File: src/hw/rtl/sirdx_pkg.sv
// sirdx_pkg: shared types, constants and helpers for the radix digit writer.
// No dependencies; imported by every module of the block.
`default_nettype none

package sirdx_pkg;

  localparam int unsigned NCHARS     = 16;   // digit characters held in the table
  localparam int unsigned CHAR_IDX_W = 4;    // index into the character table
  localparam int unsigned MAX_BASE   = 16;   // largest radix accepted
  localparam int unsigned BASE_W     = 5;    // width of base_size
  localparam int unsigned CFG_W      = 64;   // widest configuration register
  localparam int unsigned CFG_IDX_W  = 2;    // configuration register index
  localparam int unsigned NUM_W      = 32;   // input number width
  localparam int unsigned STEP_BITS  = 8;    // dividend bits consumed per divider pass
  localparam int unsigned DIG_DEPTH  = 32;   // most digits a 32-bit magnitude can need
  localparam int unsigned DIG_IDX_W  = 5;
  localparam int unsigned DIG_CNT_W  = 6;

  localparam logic [CFG_IDX_W-1:0] REG_BASE_SIZE = 2'd0;
  localparam logic [CFG_IDX_W-1:0] REG_CHARS_LO  = 2'd1;
  localparam logic [CFG_IDX_W-1:0] REG_CHARS_HI  = 2'd2;

  localparam logic [7:0] CH_NUL   = 8'h00;
  localparam logic [7:0] CH_PLUS  = 8'h2B;
  localparam logic [7:0] CH_MINUS = 8'h2D;

  // Result of the base scan, handed from the checker to the sequencer.
  typedef struct packed {
    logic done;
    logic ok;
  } chk_t;

  function automatic logic [7:0] digit_char(input logic [8*NCHARS-1:0] tbl,
                                            input logic [CHAR_IDX_W-1:0] idx);
    digit_char = tbl[{idx, 3'b000} +: 8];
  endfunction

endpackage

`default_nettype wire

File: src/hw/rtl/sirdx_base_check.sv
// sirdx_base_check: scans the digit character table, one character per cycle,
// and flags a base that cannot be used. Depends on sirdx_pkg.
`default_nettype none

module sirdx_base_check (
  input  wire logic                                clk,
  input  wire logic                                rst_n,
  input  wire logic                                go,
  input  wire logic [sirdx_pkg::BASE_W-1:0]        base_size,
  input  wire logic [8*sirdx_pkg::NCHARS-1:0]      chars,
  output sirdx_pkg::chk_t                          chk
);
  import sirdx_pkg::*;

  logic                  run_r;
  logic                  done_r;
  logic                  bad_r;
  logic [CHAR_IDX_W-1:0] idx_r;
  logic [7:0]            cur;
  logic                  in_use;
  logic                  dup;
  logic                  hit;

  always_comb begin
    cur    = digit_char(chars, idx_r);
    in_use = {1'b0, idx_r} < base_size;
    dup    = 1'b0;
    for (int j = 0; j < NCHARS; j++) begin
      if ((CHAR_IDX_W'(j) > idx_r) && (BASE_W'(j) < base_size) &&
          (digit_char(chars, CHAR_IDX_W'(j)) == cur)) begin
        dup = 1'b1;
      end
    end
    hit = in_use && (dup || cur == CH_NUL || cur == CH_PLUS || cur == CH_MINUS);
  end

  always_ff @(posedge clk) begin
    if (!rst_n) begin
      run_r  <= 1'b0;
      done_r <= 1'b0;
      bad_r  <= 1'b0;
      idx_r  <= '0;
    end else begin
      done_r <= 1'b0;
      if (go) begin
        run_r <= 1'b1;
        idx_r <= '0;
        bad_r <= (base_size < BASE_W'(2)) || (base_size > BASE_W'(MAX_BASE));
      end else if (run_r) begin
        bad_r <= bad_r | hit;
        idx_r <= idx_r + 1'b1;
        if (idx_r == CHAR_IDX_W'(NCHARS - 1)) begin
          run_r  <= 1'b0;
          done_r <= 1'b1;
        end
      end
    end
  end

  assign chk.done = done_r;
  assign chk.ok   = ~bad_r;

endmodule

`default_nettype wire

File: src/hw/rtl/sirdx_div_step.sv
// sirdx_div_step: one pass of the shared long divider, taking eight dividend
// bits MSB first against a radix of at most 16. Depends on sirdx_pkg.
`default_nettype none

module sirdx_div_step (
  input  wire logic [sirdx_pkg::BASE_W-1:0]     radix,
  input  wire logic [sirdx_pkg::CHAR_IDX_W-1:0] rem_in,
  input  wire logic [sirdx_pkg::STEP_BITS-1:0]  bits_in,
  output logic      [sirdx_pkg::CHAR_IDX_W-1:0] rem_out,
  output logic      [sirdx_pkg::STEP_BITS-1:0]  quo_out
);
  import sirdx_pkg::*;

  logic [BASE_W-1:0] r;

  // Restoring division: the partial remainder stays below the radix.
  always_comb begin
    r       = {1'b0, rem_in};
    quo_out = '0;
    for (int k = STEP_BITS - 1; k >= 0; k--) begin
      r = {r[BASE_W-2:0], bits_in[k]};
      if (r >= radix) begin
        r          = r - radix;
        quo_out[k] = 1'b1;
      end
    end
    rem_out = r[CHAR_IDX_W-1:0];
  end

endmodule

`default_nettype wire

File: src/hw/rtl/signed_integer_to_radix_digits.sv
// signed_integer_to_radix_digits: top level, configuration registers, sequencer
// and digit buffer. Depends on sirdx_pkg, sirdx_base_check and sirdx_div_step.
`default_nettype none

// An item is taken when start is high and busy is low; busy then stays high
// until the last character of that item has been issued. Each character is
// presented for exactly one cycle with out_strobe high and must be taken
// then, since the receiver cannot stall. An item first scans the character
// table, one character a cycle, and a rejected base then gives its single
// flagged result. For a usable base, each digit is taken from passes of the
// shared 8-bit-per-pass divider, and once the quotient is zero the '-' of a
// negative number and then the digits, most significant first, are issued.
// Configuration is written through cfg_we/cfg_index/cfg_data; the user must
// do so only while idle, as the block itself does not enforce it.
module signed_integer_to_radix_digits (
  input  wire logic                                clk,
  input  wire logic                                rst_n,
  input  wire logic                                start,
  output logic                                     busy,
  input  wire logic signed [sirdx_pkg::NUM_W-1:0]  in_number,
  output logic                                     out_strobe,
  output logic             [7:0]                   out_character,
  output logic                                     out_is_last,
  output logic                                     out_base_invalid,
  input  wire logic                                cfg_we,
  input  wire logic        [sirdx_pkg::CFG_IDX_W-1:0] cfg_index,
  input  wire logic        [sirdx_pkg::CFG_W-1:0]  cfg_data
);
  import sirdx_pkg::*;

  typedef enum logic [2:0] {S_IDLE, S_CHECK, S_DIV, S_SIGN, S_EMIT} state_t;

  // Configuration
  logic [BASE_W-1:0]     base_size_r;
  logic [CFG_W-1:0]      chars_lo_r;
  logic [CFG_W-1:0]      chars_hi_r;
  logic [8*NCHARS-1:0]   chars;

  // Sequencer and datapath
  state_t                state_r;
  logic                  neg_r;
  logic [NUM_W-1:0]      div_src_r;
  logic [NUM_W-1:0]      quo_acc_r;
  logic [CHAR_IDX_W-1:0] rem_r;
  logic [1:0]            pass_r;
  logic [DIG_CNT_W-1:0]  nd_r;
  logic [CHAR_IDX_W-1:0] dig_r [DIG_DEPTH];

  logic                  accept;
  logic [NUM_W-1:0]      mag;
  logic [CHAR_IDX_W-1:0] rem_nxt;
  logic [STEP_BITS-1:0]  q_byte;
  logic [NUM_W-1:0]      quo_nxt;
  logic [DIG_IDX_W-1:0]  rd_idx;
  chk_t                  chk;

  logic                  out_strobe_r;
  logic [7:0]            out_character_r;
  logic                  out_is_last_r;
  logic                  out_base_invalid_r;

  assign chars  = {chars_hi_r, chars_lo_r};
  assign busy   = (state_r != S_IDLE);
  assign accept = start && !busy;
  // Two's complement negate; the most negative value wraps to 2^31 as wanted.
  assign mag    = in_number[NUM_W-1] ? (~in_number + 1'b1) : in_number;
  assign quo_nxt = {quo_acc_r[NUM_W-STEP_BITS-1:0], q_byte};
  assign rd_idx  = nd_r[DIG_IDX_W-1:0] - 1'b1;

  // Write configuration; drop writes to unknown indexes.
  always_ff @(posedge clk) begin
    if (!rst_n) begin
      base_size_r <= '0;
      chars_lo_r  <= '0;
      chars_hi_r  <= '0;
    end else if (cfg_we) begin
      case (cfg_index)
        REG_BASE_SIZE: base_size_r <= cfg_data[BASE_W-1:0];
        REG_CHARS_LO:  chars_lo_r  <= cfg_data;
        REG_CHARS_HI:  chars_hi_r  <= cfg_data;
        default: ;
      endcase
    end
  end

  sirdx_base_check u_check (
    .clk       (clk),
    .rst_n     (rst_n),
    .go        (accept),
    .base_size (base_size_r),
    .chars     (chars),
    .chk       (chk)
  );

  // The shared divider: one byte of the running quotient a cycle.
  sirdx_div_step u_div (
    .radix   (base_size_r),
    .rem_in  (rem_r),
    .bits_in (div_src_r[NUM_W-1 -: STEP_BITS]),
    .rem_out (rem_nxt),
    .quo_out (q_byte)
  );

  // Datapath registers: divider operands and the digit buffer.
  always_ff @(posedge clk) begin
    if (accept) begin
      div_src_r <= mag;
      rem_r     <= '0;
      neg_r     <= in_number[NUM_W-1];
    end else if (state_r == S_DIV) begin
      quo_acc_r <= quo_nxt;
      if (pass_r == 2'd3) begin
        // Digit complete: stash the remainder, restart on the quotient.
        dig_r[nd_r[DIG_IDX_W-1:0]] <= rem_nxt;
        div_src_r <= quo_nxt;
        rem_r     <= '0;
      end else begin
        div_src_r <= div_src_r << STEP_BITS;
        rem_r     <= rem_nxt;
      end
    end
  end

  // Sequencer and registered result.
  always_ff @(posedge clk) begin
    if (!rst_n) begin
      state_r            <= S_IDLE;
      pass_r             <= '0;
      nd_r               <= '0;
      out_strobe_r       <= 1'b0;
      out_character_r    <= '0;
      out_is_last_r      <= 1'b0;
      out_base_invalid_r <= 1'b0;
    end else begin
      out_strobe_r <= 1'b0;
      case (state_r)
        S_IDLE: begin
          if (accept) begin
            state_r <= S_CHECK;
            pass_r  <= '0;
            nd_r    <= '0;
          end
        end
        S_CHECK: begin
          if (chk.done) begin
            if (!chk.ok) begin
              // Rejected base: one flagged result, then idle.
              out_strobe_r       <= 1'b1;
              out_character_r    <= CH_NUL;
              out_is_last_r      <= 1'b1;
              out_base_invalid_r <= 1'b1;
              state_r            <= S_IDLE;
            end else begin
              state_r <= S_DIV;
            end
          end
        end
        S_DIV: begin
          pass_r <= pass_r + 1'b1;
          if (pass_r == 2'd3) begin
            nd_r <= nd_r + 1'b1;
            if (quo_nxt == '0) begin
              state_r <= neg_r ? S_SIGN : S_EMIT;
            end
          end
        end
        S_SIGN: begin
          out_strobe_r       <= 1'b1;
          out_character_r    <= CH_MINUS;
          out_is_last_r      <= 1'b0;
          out_base_invalid_r <= 1'b0;
          state_r            <= S_EMIT;
        end
        S_EMIT: begin
          // Issue digits most significant first, reading the buffer backwards.
          out_strobe_r       <= 1'b1;
          out_character_r    <= digit_char(chars, dig_r[rd_idx]);
          out_is_last_r      <= (nd_r == DIG_CNT_W'(1));
          out_base_invalid_r <= 1'b0;
          nd_r               <= nd_r - 1'b1;
          if (nd_r == DIG_CNT_W'(1)) begin
            state_r <= S_IDLE;
          end
        end
        default: state_r <= S_IDLE;
      endcase
    end
  end

  assign out_strobe       = out_strobe_r;
  assign out_character    = out_character_r;
  assign out_is_last      = out_is_last_r;
  assign out_base_invalid = out_base_invalid_r;

  // A rejected base yields a single NUL result that closes the item.
  assert property (@(posedge clk) disable iff (!rst_n)
    out_strobe_r && out_base_invalid_r |-> out_is_last_r && out_character_r == CH_NUL)
    else $error("invalid-base result malformed");

  // An accepted item holds the block busy on the next cycle.
  assert property (@(posedge clk) disable iff (!rst_n)
    accept |=> busy)
    else $error("busy not raised after accept");

  // Nothing follows the last result of an item in the next cycle.
  assert property (@(posedge clk) disable iff (!rst_n)
    out_strobe_r && out_is_last_r |=> !out_strobe_r)
    else $error("result after last of item");

  // Digits are only issued while the buffer holds at least one.
  assert property (@(posedge clk) disable iff (!rst_n)
    state_r == S_EMIT |-> nd_r != '0 && nd_r <= DIG_CNT_W'(DIG_DEPTH))
    else $error("digit buffer count out of range");

endmodule

`default_nettype wire

File: config.mk
export PLATFORM = sky130hd
export DESIGN_NAME = signed_integer_to_radix_digits
export DESIGN_NICKNAME = d
export VERILOG_FILES = /design/src/hw/rtl/sirdx_pkg.sv /design/src/hw/rtl/sirdx_base_check.sv /design/src/hw/rtl/sirdx_div_step.sv /design/src/hw/rtl/signed_integer_to_radix_digits.sv
export SDC_FILE = /design/constraint.sdc
export NUM_CORES = 1
export LEC_CHECK = 0
export BUFFER_PORTS_ARGS = -buffer_cell sky130_fd_sc_hd__buf_4
export CAP_MARGIN = 0
export CORE_MARGIN = 2
export CORE_UTILIZATION = 40
export DETAILED_ROUTE_END_ITERATION = 7
export GPL_ROUTABILITY_DRIVEN = 0
export PLACE_DENSITY = 0.59
export RECOVER_POWER = 50
export SYNTH_ARGS = -nofsm -noshare
export SYNTH_HDL_FRONTEND = slang
export SYNTH_SLANG_ARGS = --single-unit
File: constraint.sdc
create_clock -name clk -period 14.9 [get_ports clk]
set_input_delay 4.47 -clock clk [delete_from_list [all_inputs] [get_ports clk]]
set_output_delay 4.47 -clock clk [all_outputs]
set_load 0.05 [all_outputs]
======== Word-level counts from Yosys, hierarchy flattened ========
Memory sizes are Yosys's and may differ from the RTL's.
Index checks and enable logic that the tools add are counted.
storage, ports and cells
  memories kept ........................... 1
  logic and storage cells ................. 248
  register bits after elaboration ......... 223
  output and inout bits ................... 12
  memory bits (writable) .................. 128
  input port bits ......................... 102
memory list
  name   depth  width  rd ports  clocked after Yosys merged registers in  write ports  RTL line                              text
  dig_r  32     4      1         0                                        1            signed_integer_to_radix_digits.sv:47  logic [CHAR_IDX_W-1:0] dig_r [DIG_DEPTH];
cells by class
  equality and inequality tests ........... 33
  bitwise logic cells ..................... 5
  $add $sub $neg .......................... 14
  mux-type cells .......................... 70
  $lt $le $gt $ge ......................... 43
  shift-type cells ........................ 2
  reduce and logical (&&, ||, !) cells .... 62
operator list
  kind                     number
  $shiftx A128 B8 Y8       2
  $eq A8 B8 Y1             16
  $mux W32                 4
  $ge A5 B5 Y1             8
  $lt A4 B5 Y1 const A     8
  $mux W1                  38
  $mux W4                  9
  $logic_and A1 B1 Y1      34
  $add A32 B1 Y32 const B  1
  $gt A4 B4 Y1 const A     8
  $logic_not A32 Y1        1
  $not A32 Y32             1
  $sub A4 B4 Y4            8
  $pmux W8 S3              1
  $lt A3 B5 Y1 const A     4
  $mux W3                  6
  $pmux W6 S3              1
  $eq A8 B6 Y1 const B     2
  $gt A3 B4 Y1 const A     4
  $mux W8                  2
  $pmux W3 S5              1
  $mux W6                  2
  $lt A1 B5 Y1 const A     2
  $lt A2 B5 Y1 const A     2
  other kinds (37)         64

======== Logic depth before layout (Yosys ltp) ========
  depth after elaboration ................. 26
  gate-level depth with buffers ........... 70
  mapped depth without buffers ............ 66

======== Hierarchy ========
Synthesis repeated with hierarchy kept, for this count alone.
unflattened totals
  cell total of the unflattened synthesis .. 2230
  area, all modules ....................... 21851.0 um^2
modules (own cells, without submodules)
  module                          cells each  seq. area each (um^2)  times used  area each (um^2)
  signed_integer_to_radix_digits  1440        8738.4                 1           15574.9
  sirdx_base_check                577         140.1                  1           4524.3
  sirdx_div_step                  213         0.0                    1           1751.7

======== Worst setup path after synthesis ========
No wires, ideal clock.
  path kind ............................... reg-to-reg
  start point ............................. register base_size_r[1]
  end point ............................... memory dig_r[0][0], data pin
  setup time .............................. 384 ps
  cell stages (with the launch flop) ...... 67
  period minus slack after synthesis ...... 13537 ps
  path buffers ............................ 4
  setup slack ............................. 1363 ps
  arrival time ............................ 13154 ps
  path through ............................ dfxtp_1 clkbuf_1 inv_1 ha_1 nor2b_1 o21ai_0 nand3b_1 a21o_1 a21o_1 clkbuf_1 mux2_2 inv_1 ha_1 a21o_1 a21o_1 a21o_1 a21oi_1 mux2_2 [... 31 more ...] inv_1 mux2_2 inv_1 ha_1 nor2b_1 o21ai_0 a31oi_1 o21ai_0 nand2_1 a21oi_1 ha_1 a21o_1 a21o_1 a21oi_1 nor2_1 nor2_1 inv_1 a21oi_1
between the ends
  longest elaborated chain between the ends .. 16
  elaborated cells between the ends (all ways) .. 23
  classes of those cells .................. add/sub: 7; order compare: 8; mux: 8
RTL lines
  what                                           RTL line                                    text
  start, declared                                signed_integer_to_radix_digits.sv:34        logic [BASE_W-1:0] base_size_r;
  start signal, assigned                         signed_integer_to_radix_digits.sv:78        REG_BASE_SIZE: base_size_r <= cfg_data[BASE_W-1:0];
  $sub A4 B4 Y4 or $ge A5 B5 Y1 (tied branches)  sirdx_div_step.sv:23, sirdx_div_step.sv:22
  $mux W4                                        sirdx_div_step.sv:22                        if (r >= radix) begin
  $sub A4 B4 Y4 or $ge A5 B5 Y1 (tied branches)  sirdx_div_step.sv:23, sirdx_div_step.sv:22
  $mux W4                                        sirdx_div_step.sv:22
  $sub A4 B4 Y4 or $ge A5 B5 Y1 (tied branches)  sirdx_div_step.sv:23, sirdx_div_step.sv:22
  $mux W4                                        sirdx_div_step.sv:22
  $ge A5 B5 Y1 or $sub A4 B4 Y4 (tied branches)  sirdx_div_step.sv:22, sirdx_div_step.sv:23
  $mux W4                                        sirdx_div_step.sv:22
  $sub A4 B4 Y4 or $ge A5 B5 Y1 (tied branches)  sirdx_div_step.sv:23, sirdx_div_step.sv:22
  $mux W4                                        sirdx_div_step.sv:22
  $sub A4 B4 Y4 or $ge A5 B5 Y1 (tied branches)  sirdx_div_step.sv:23, sirdx_div_step.sv:22
  $mux W4                                        sirdx_div_step.sv:22
  $sub A4 B4 Y4 or $ge A5 B5 Y1 (tied branches)  sirdx_div_step.sv:23, sirdx_div_step.sv:22
  $mux W4                                        sirdx_div_step.sv:22
  $ge A5 B5 Y1 (*)                               sirdx_div_step.sv:22
  $mux W4 (*)                                    sirdx_div_step.sv:22
  named net rem_nxt[0]                           signed_integer_to_radix_digits.sv:51        logic [CHAR_IDX_W-1:0] rem_nxt;
  end, declared                                  signed_integer_to_radix_digits.sv:47
Mark *: on every way through the listed nets, which the timed path passes. The rest lies on a longest branch.

======== Worst setup path in the final report ========
  start point ............................. register base_size_r[1]
  end point ............................... register state_r[2]
between the ends
  elaborated cells between the ends (all ways) .. 33
  classes of those cells .................. add/sub: 7; order compare: 8; eq/ne: 1; mux: 15; reduce/logical: 2
RTL lines
  what                                           RTL line                                    text
  $sub A4 B4 Y4 or $ge A5 B5 Y1 (tied branches)  sirdx_div_step.sv:23, sirdx_div_step.sv:22
  $mux W4                                        sirdx_div_step.sv:22
  $sub A4 B4 Y4 or $ge A5 B5 Y1 (tied branches)  sirdx_div_step.sv:23, sirdx_div_step.sv:22
  $mux W4                                        sirdx_div_step.sv:22
  $sub A4 B4 Y4 or $ge A5 B5 Y1 (tied branches)  sirdx_div_step.sv:23, sirdx_div_step.sv:22
  $mux W4                                        sirdx_div_step.sv:22
  $ge A5 B5 Y1 or $sub A4 B4 Y4 (tied branches)  sirdx_div_step.sv:22, sirdx_div_step.sv:23
  $mux W4                                        sirdx_div_step.sv:22
  $sub A4 B4 Y4 or $ge A5 B5 Y1 (tied branches)  sirdx_div_step.sv:23, sirdx_div_step.sv:22
  $mux W4                                        sirdx_div_step.sv:22
  $ge A5 B5 Y1 (*)                               sirdx_div_step.sv:22
  $mux W1 (*)                                    sirdx_div_step.sv:22
  named net q_byte[2]                            signed_integer_to_radix_digits.sv:52        logic [STEP_BITS-1:0] q_byte;
  $logic_not A32 Y1 (*)                          signed_integer_to_radix_digits.sv:162       if (quo_nxt == '0) begin
  $ne A2 B1 Y1 (no source line) (*)              -
  $reduce_and A5 Y1 (no source line) (*)         -
  end signal, assigned                           signed_integer_to_radix_digits.sv:163       state_r <= neg_r ? S_SIGN : S_EMIT;
  end, declared                                  signed_integer_to_radix_digits.sv:40        state_t state_r;
Marks and branches as above.
A chain may end at the register's enable or synchronous reset.

==> run_results.csv <==
group,metric,value,unit
outcome,outcome,"finished with violations",
outcome,violations,"capacitance limit, slew limit",
route,totalWireLength,59810,um
setup_path,worst-path-max-fanout,19,
synthesis,synth_sequential_area_ratio,0.4321,
setup_path,crit_path_max_incr_delay,410,ps
route,route.detailed.drc,0,
sta,fin_crit,13820,ps
layout,leading_cell_type_in_the_layout_fill_and_taps_excluded,"sky130_fd_sc_hd__nand2_1",
clocking,clock_tree.htree_level_count,2,
synthesis,synth_top_family_by_area,"multiplexers",
synthesis,synthesis.yosys.warnings,0,
synthesis,synthDominantCellAreaShare,0.2704,
layout,mostFrequentLayoutCells,"sky130_fd_sc_hd__nand2_1 (345), sky130_fd_sc_hd__edfxtp_1 (185), sky130_fd_sc_hd__dfxtp_1 (163)",
synthesis,synth_area_per_cell,10.26,um^2
sta,fin_skew,21.06,ps
route,vias,15707,
layout,antenna_cells_inserted,0,
synthesis,synth_area_leaders,"sky130_fd_sc_hd__edfxtp_1 (27%), sky130_fd_sc_hd__dfxtp_1 (16%), sky130_fd_sc_hd__nand2_1 (6.3%)",
setup_path,setup.worst_path.start_class,"flop",
synthesis,synth_cell_type_count,82,
sta,fmax,72.36,MHz
setup_path,critical_path.reg2reg.endpoint,"state_r[2]",
setup_path,timing.critical_path.slowest_stage_cell,"sky130_fd_sc_hd__mux2_2",
clocking,clock-sinks,351,
layout,nets,2237,
die,chipWidth,230.6,um
setup_path,crit-reg2reg-launch,"base_size_r[1]",
die,number_of_top_level_pins,114,
setup_path,worst-r2r-cell-count,66,
setup_path,critical_path.most_common_cell,"sky130_fd_sc_hd__a21o_1",
layout,synthToLayoutAreaGrowth,13.11,%
setup_path,criticalPathCategory,"flop to flop",
clocking,ctsRootBufferMaster,"sky130_fd_sc_hd__clkbuf_16",
sta,slew_headroom,-0.9051,
min_path,hold_path_end,"out_character[7]",
sta,report.final.slew_viol_count,244,
synthesis,postSynth.topFlopCell,"sky130_fd_sc_hd__edfxtp_1",
setup_path,reg2reg_slack,1080,ps
synthesis,post_synth_mux_area_share,0.1441,
die,placeableCoreArea,51090,um^2
grt,global_route_wire_length_before_repair,92250,um
layout,fraction_of_final_layout_cells_sized_beyond_drive_strength_1,0.1541,
route,antenna_violating_nets_post_route,0,
min_path,min-delay-start,"out_character[7]",
sta,post-route-period-util,0.9275,
grt,initial_antenna_violation_count,0,
synthesis,post_synth_fa_ha_maj_area_fraction,0.04007,
min_path,min-delay-path-class,"flop to flop",
route,dr.first_iter.drc_count,1195,
setup_path,cp_data_required_time,15390,ps
die,std_cell_rows,83,
synthesis,post_synthesis_net_count,2166,
grt,globalRouteOverflowTotal,0,
clocking,tritoncts,"built",
grt,number_of_global_route_vias_before_repair,15396,
placement,post_detail_place_hpwl,42630,um
synthesis,async_flop_share,0,
die,die_h,230.6,um
layout,n_fill_cell,4832,
flow_run,max_cap_viol_count,4,
sta,report.final.setup_viol,0,
synthesis,mappedNetlistArea,20550,um^2
clocking,cts_buffers,41,
clocking,cts_max_path_buffers,3,
synthesis,synthSimpleGateAreaFrac,0.1383,
grt,track_usage,0.2238,
die,die_area,53200,um^2
sta,hold_viol_final,0,
grt,largest_net_degree_at_the_start_of_global_routing,83,
synthesis,synth_xor_xnor_area_share,0.07466,
min_path,hold_depth,2,
synthesis,synth_cells,2003,
die,floorplan.initialDensity,0.4021,
sta,hold_ws,482.2,ps
clocking,clkTransAtPathRegs,60,ps
synthesis,fraction_of_the_mapped_netlist_area_in_compound_gates,0.1318,
synthesis,yosysTopAreaCell,"sky130_fd_sc_hd__edfxtp_1",
sta,worst-slew-pin-transition,2858,ps
synthesis,ys_ff_latch,351,
placement,numPortBuffers,113,
setup_path,worst_setup_path_end_kind,"flop",
route,post_drt_wl_per_cell,21.49,um
route,post_drt_via_cell_ratio,5.644,
clocking,clock_insertion_delay_at_the_later_pin_of_the_skew_report,580,ps
setup_path,timing.critical_path.arrival,14310,ps
synthesis,synth-edff-count,185,
route,detail_route.first_pass.iterations,5,
area by class of cell:
class | count | area (um^2) | area share
clock buffers | 54 | 1156 | 0.04974
clock inverters | 18 | 138.9 | 0.005976
inverters | 57 | 221.5 | 0.009529
multi-input cells | 1474 | 10900 | 0.4691
flip-flops and latches | 351 | 8882 | 0.3822
well taps | 680 | 850.8 | 0.03661
repair buffers | 148 | 1085 | 0.04668
repair inverters | 1 | 5.005 | 0.0002153
cell usage after synthesis (6+ instances only):
cell type / count
sky130_fd_sc_hd__o21ai_0: 71
sky130_fd_sc_hd__buf_4: 8
sky130_fd_sc_hd__xor2_1: 73
sky130_fd_sc_hd__dfxtp_1: 166
sky130_fd_sc_hd__nor2b_1: 26
sky130_fd_sc_hd__or4_1: 10
sky130_fd_sc_hd__a22oi_1: 17
sky130_fd_sc_hd__o221ai_1: 6
sky130_fd_sc_hd__or3_1: 6
sky130_fd_sc_hd__a211oi_1: 8
sky130_fd_sc_hd__fa_1: 8
sky130_fd_sc_hd__a21boi_0: 136
sky130_fd_sc_hd__nor2_1: 83
sky130_fd_sc_hd__inv_1: 55
sky130_fd_sc_hd__ha_1: 53
sky130_fd_sc_hd__clkbuf_1: 82
sky130_fd_sc_hd__buf_1: 7
sky130_fd_sc_hd__nand3_1: 44
sky130_fd_sc_hd__o211ai_1: 8
sky130_fd_sc_hd__nand2_1: 346
sky130_fd_sc_hd__nand2b_1: 14
sky130_fd_sc_hd__a21oi_1: 53
sky130_fd_sc_hd__mux4_2: 55
sky130_fd_sc_hd__buf_2: 15
sky130_fd_sc_hd__and2_1: 8
sky130_fd_sc_hd__a21o_1: 15
sky130_fd_sc_hd__nand4_1: 19
sky130_fd_sc_hd__mux2_2: 31
sky130_fd_sc_hd__edfxtp_1: 185
sky130_fd_sc_hd__xnor2_1: 99
sky130_fd_sc_hd__mux2i_1: 125
sky130_fd_sc_hd__o2111ai_1: 6
sky130_fd_sc_hd__buf_6: 6
sky130_fd_sc_hd__nor3_1: 17
sky130_fd_sc_hd__o22ai_1: 11
sky130_fd_sc_hd__o31ai_1: 11
sky130_fd_sc_hd__nor4_1: 27
sky130_fd_sc_hd__a31oi_1: 11
sky130_fd_sc_hd__nand3b_1: 6
kinds of logic (layout without fill, tap and decap cells):
logic type | Yosys count | after routing
simple gates | 629 | 629
compound gates | 393 | 393
flops | 351 | 351
mux | 218 | 218
buf+inv | 178 | 278
xor+xnor | 173 | 173
fa+ha+maj | 61 | 61
registers in the layout, indices dropped and copies added (netlist names), 2 cells and up:
name and count:
dig_r 128, chars_hi_r 64, chars_lo_r 64, div_src_r 32, quo_acc_r 24, out_character 8, nd_r 6, base_size_r 5
rem_r 4, u_check.idx_r 4, state_r 3, pass_r 2
worst max-delay path, delay by kind of cell, from the launching register on:
family | cells | cell delay, ps
AOI/OAI and AO/OA | 30 | 5890
adders and majority gates | 8 | 2060
buffers and inverters | 9 | 1170
DFF | 1 | 320
muxes | 5 | 1810
and+or+nand+nor | 14 | 2490
how the worst max path moves through the flow:
stage,from,endpoint,slack [ps],depth (start not counted)
6_report,base_size_r[1],state_r[2],1080,66
2_1_floorplan,base_size_r[1],dig_r[0][0],1360,66
5_1_grt,base_size_r[1],state_r[2],-10,66
3_5_place_dp,base_size_r[1],state_r[2],460,66
3_3_place_gp,base_size_r[1],state_r[2],1110,66
4_1_cts,base_size_r[1],state_r[2],400,66
what timing repair did:
| action | 4_1_cts | 5_1_grt |
|---|---|---|
| hold buffers | 0 | 0 |
| buffers inserted | 0 | 11 |
| endpoints found under the setup margin | 0 | 135 |
| resized for setup | 0 | 9 |
per-layer routing:
| metal | vias up | track usage | wire (um) |
|---|---|---|---|
| li1 | 7378 | - | - |
| met3 | 146 | 0.02816 | 3179 |
| met5 | - | 0 | 0 |
| met2 | 530 | 0.3702 | 28470 |
| met1 | 7653 | 0.2961 | 25630 |
| met4 | 0 | 0.09476 | 2531 |
through the flow:
step           instance area, um^2  setup WS (ps)  setup TNS, ps    util  std cells
2_1_floorplan                20550           1363              0       -       2003
3_5_place_dp                 21860          459.9              0  0.4279       2699
4_1_cts                      23160          396.6              0  0.4532       2771
5_1_grt                      23240         -10.34         -10.34  0.4549       2783
3_3_place_gp                 21860           1114              0  0.4279       2699
6_report                     23240           1080              0  0.4549       2783
Power is not shown: default switching activity piles up to over one toggle a cycle in this logic, so the estimate is an artifact.
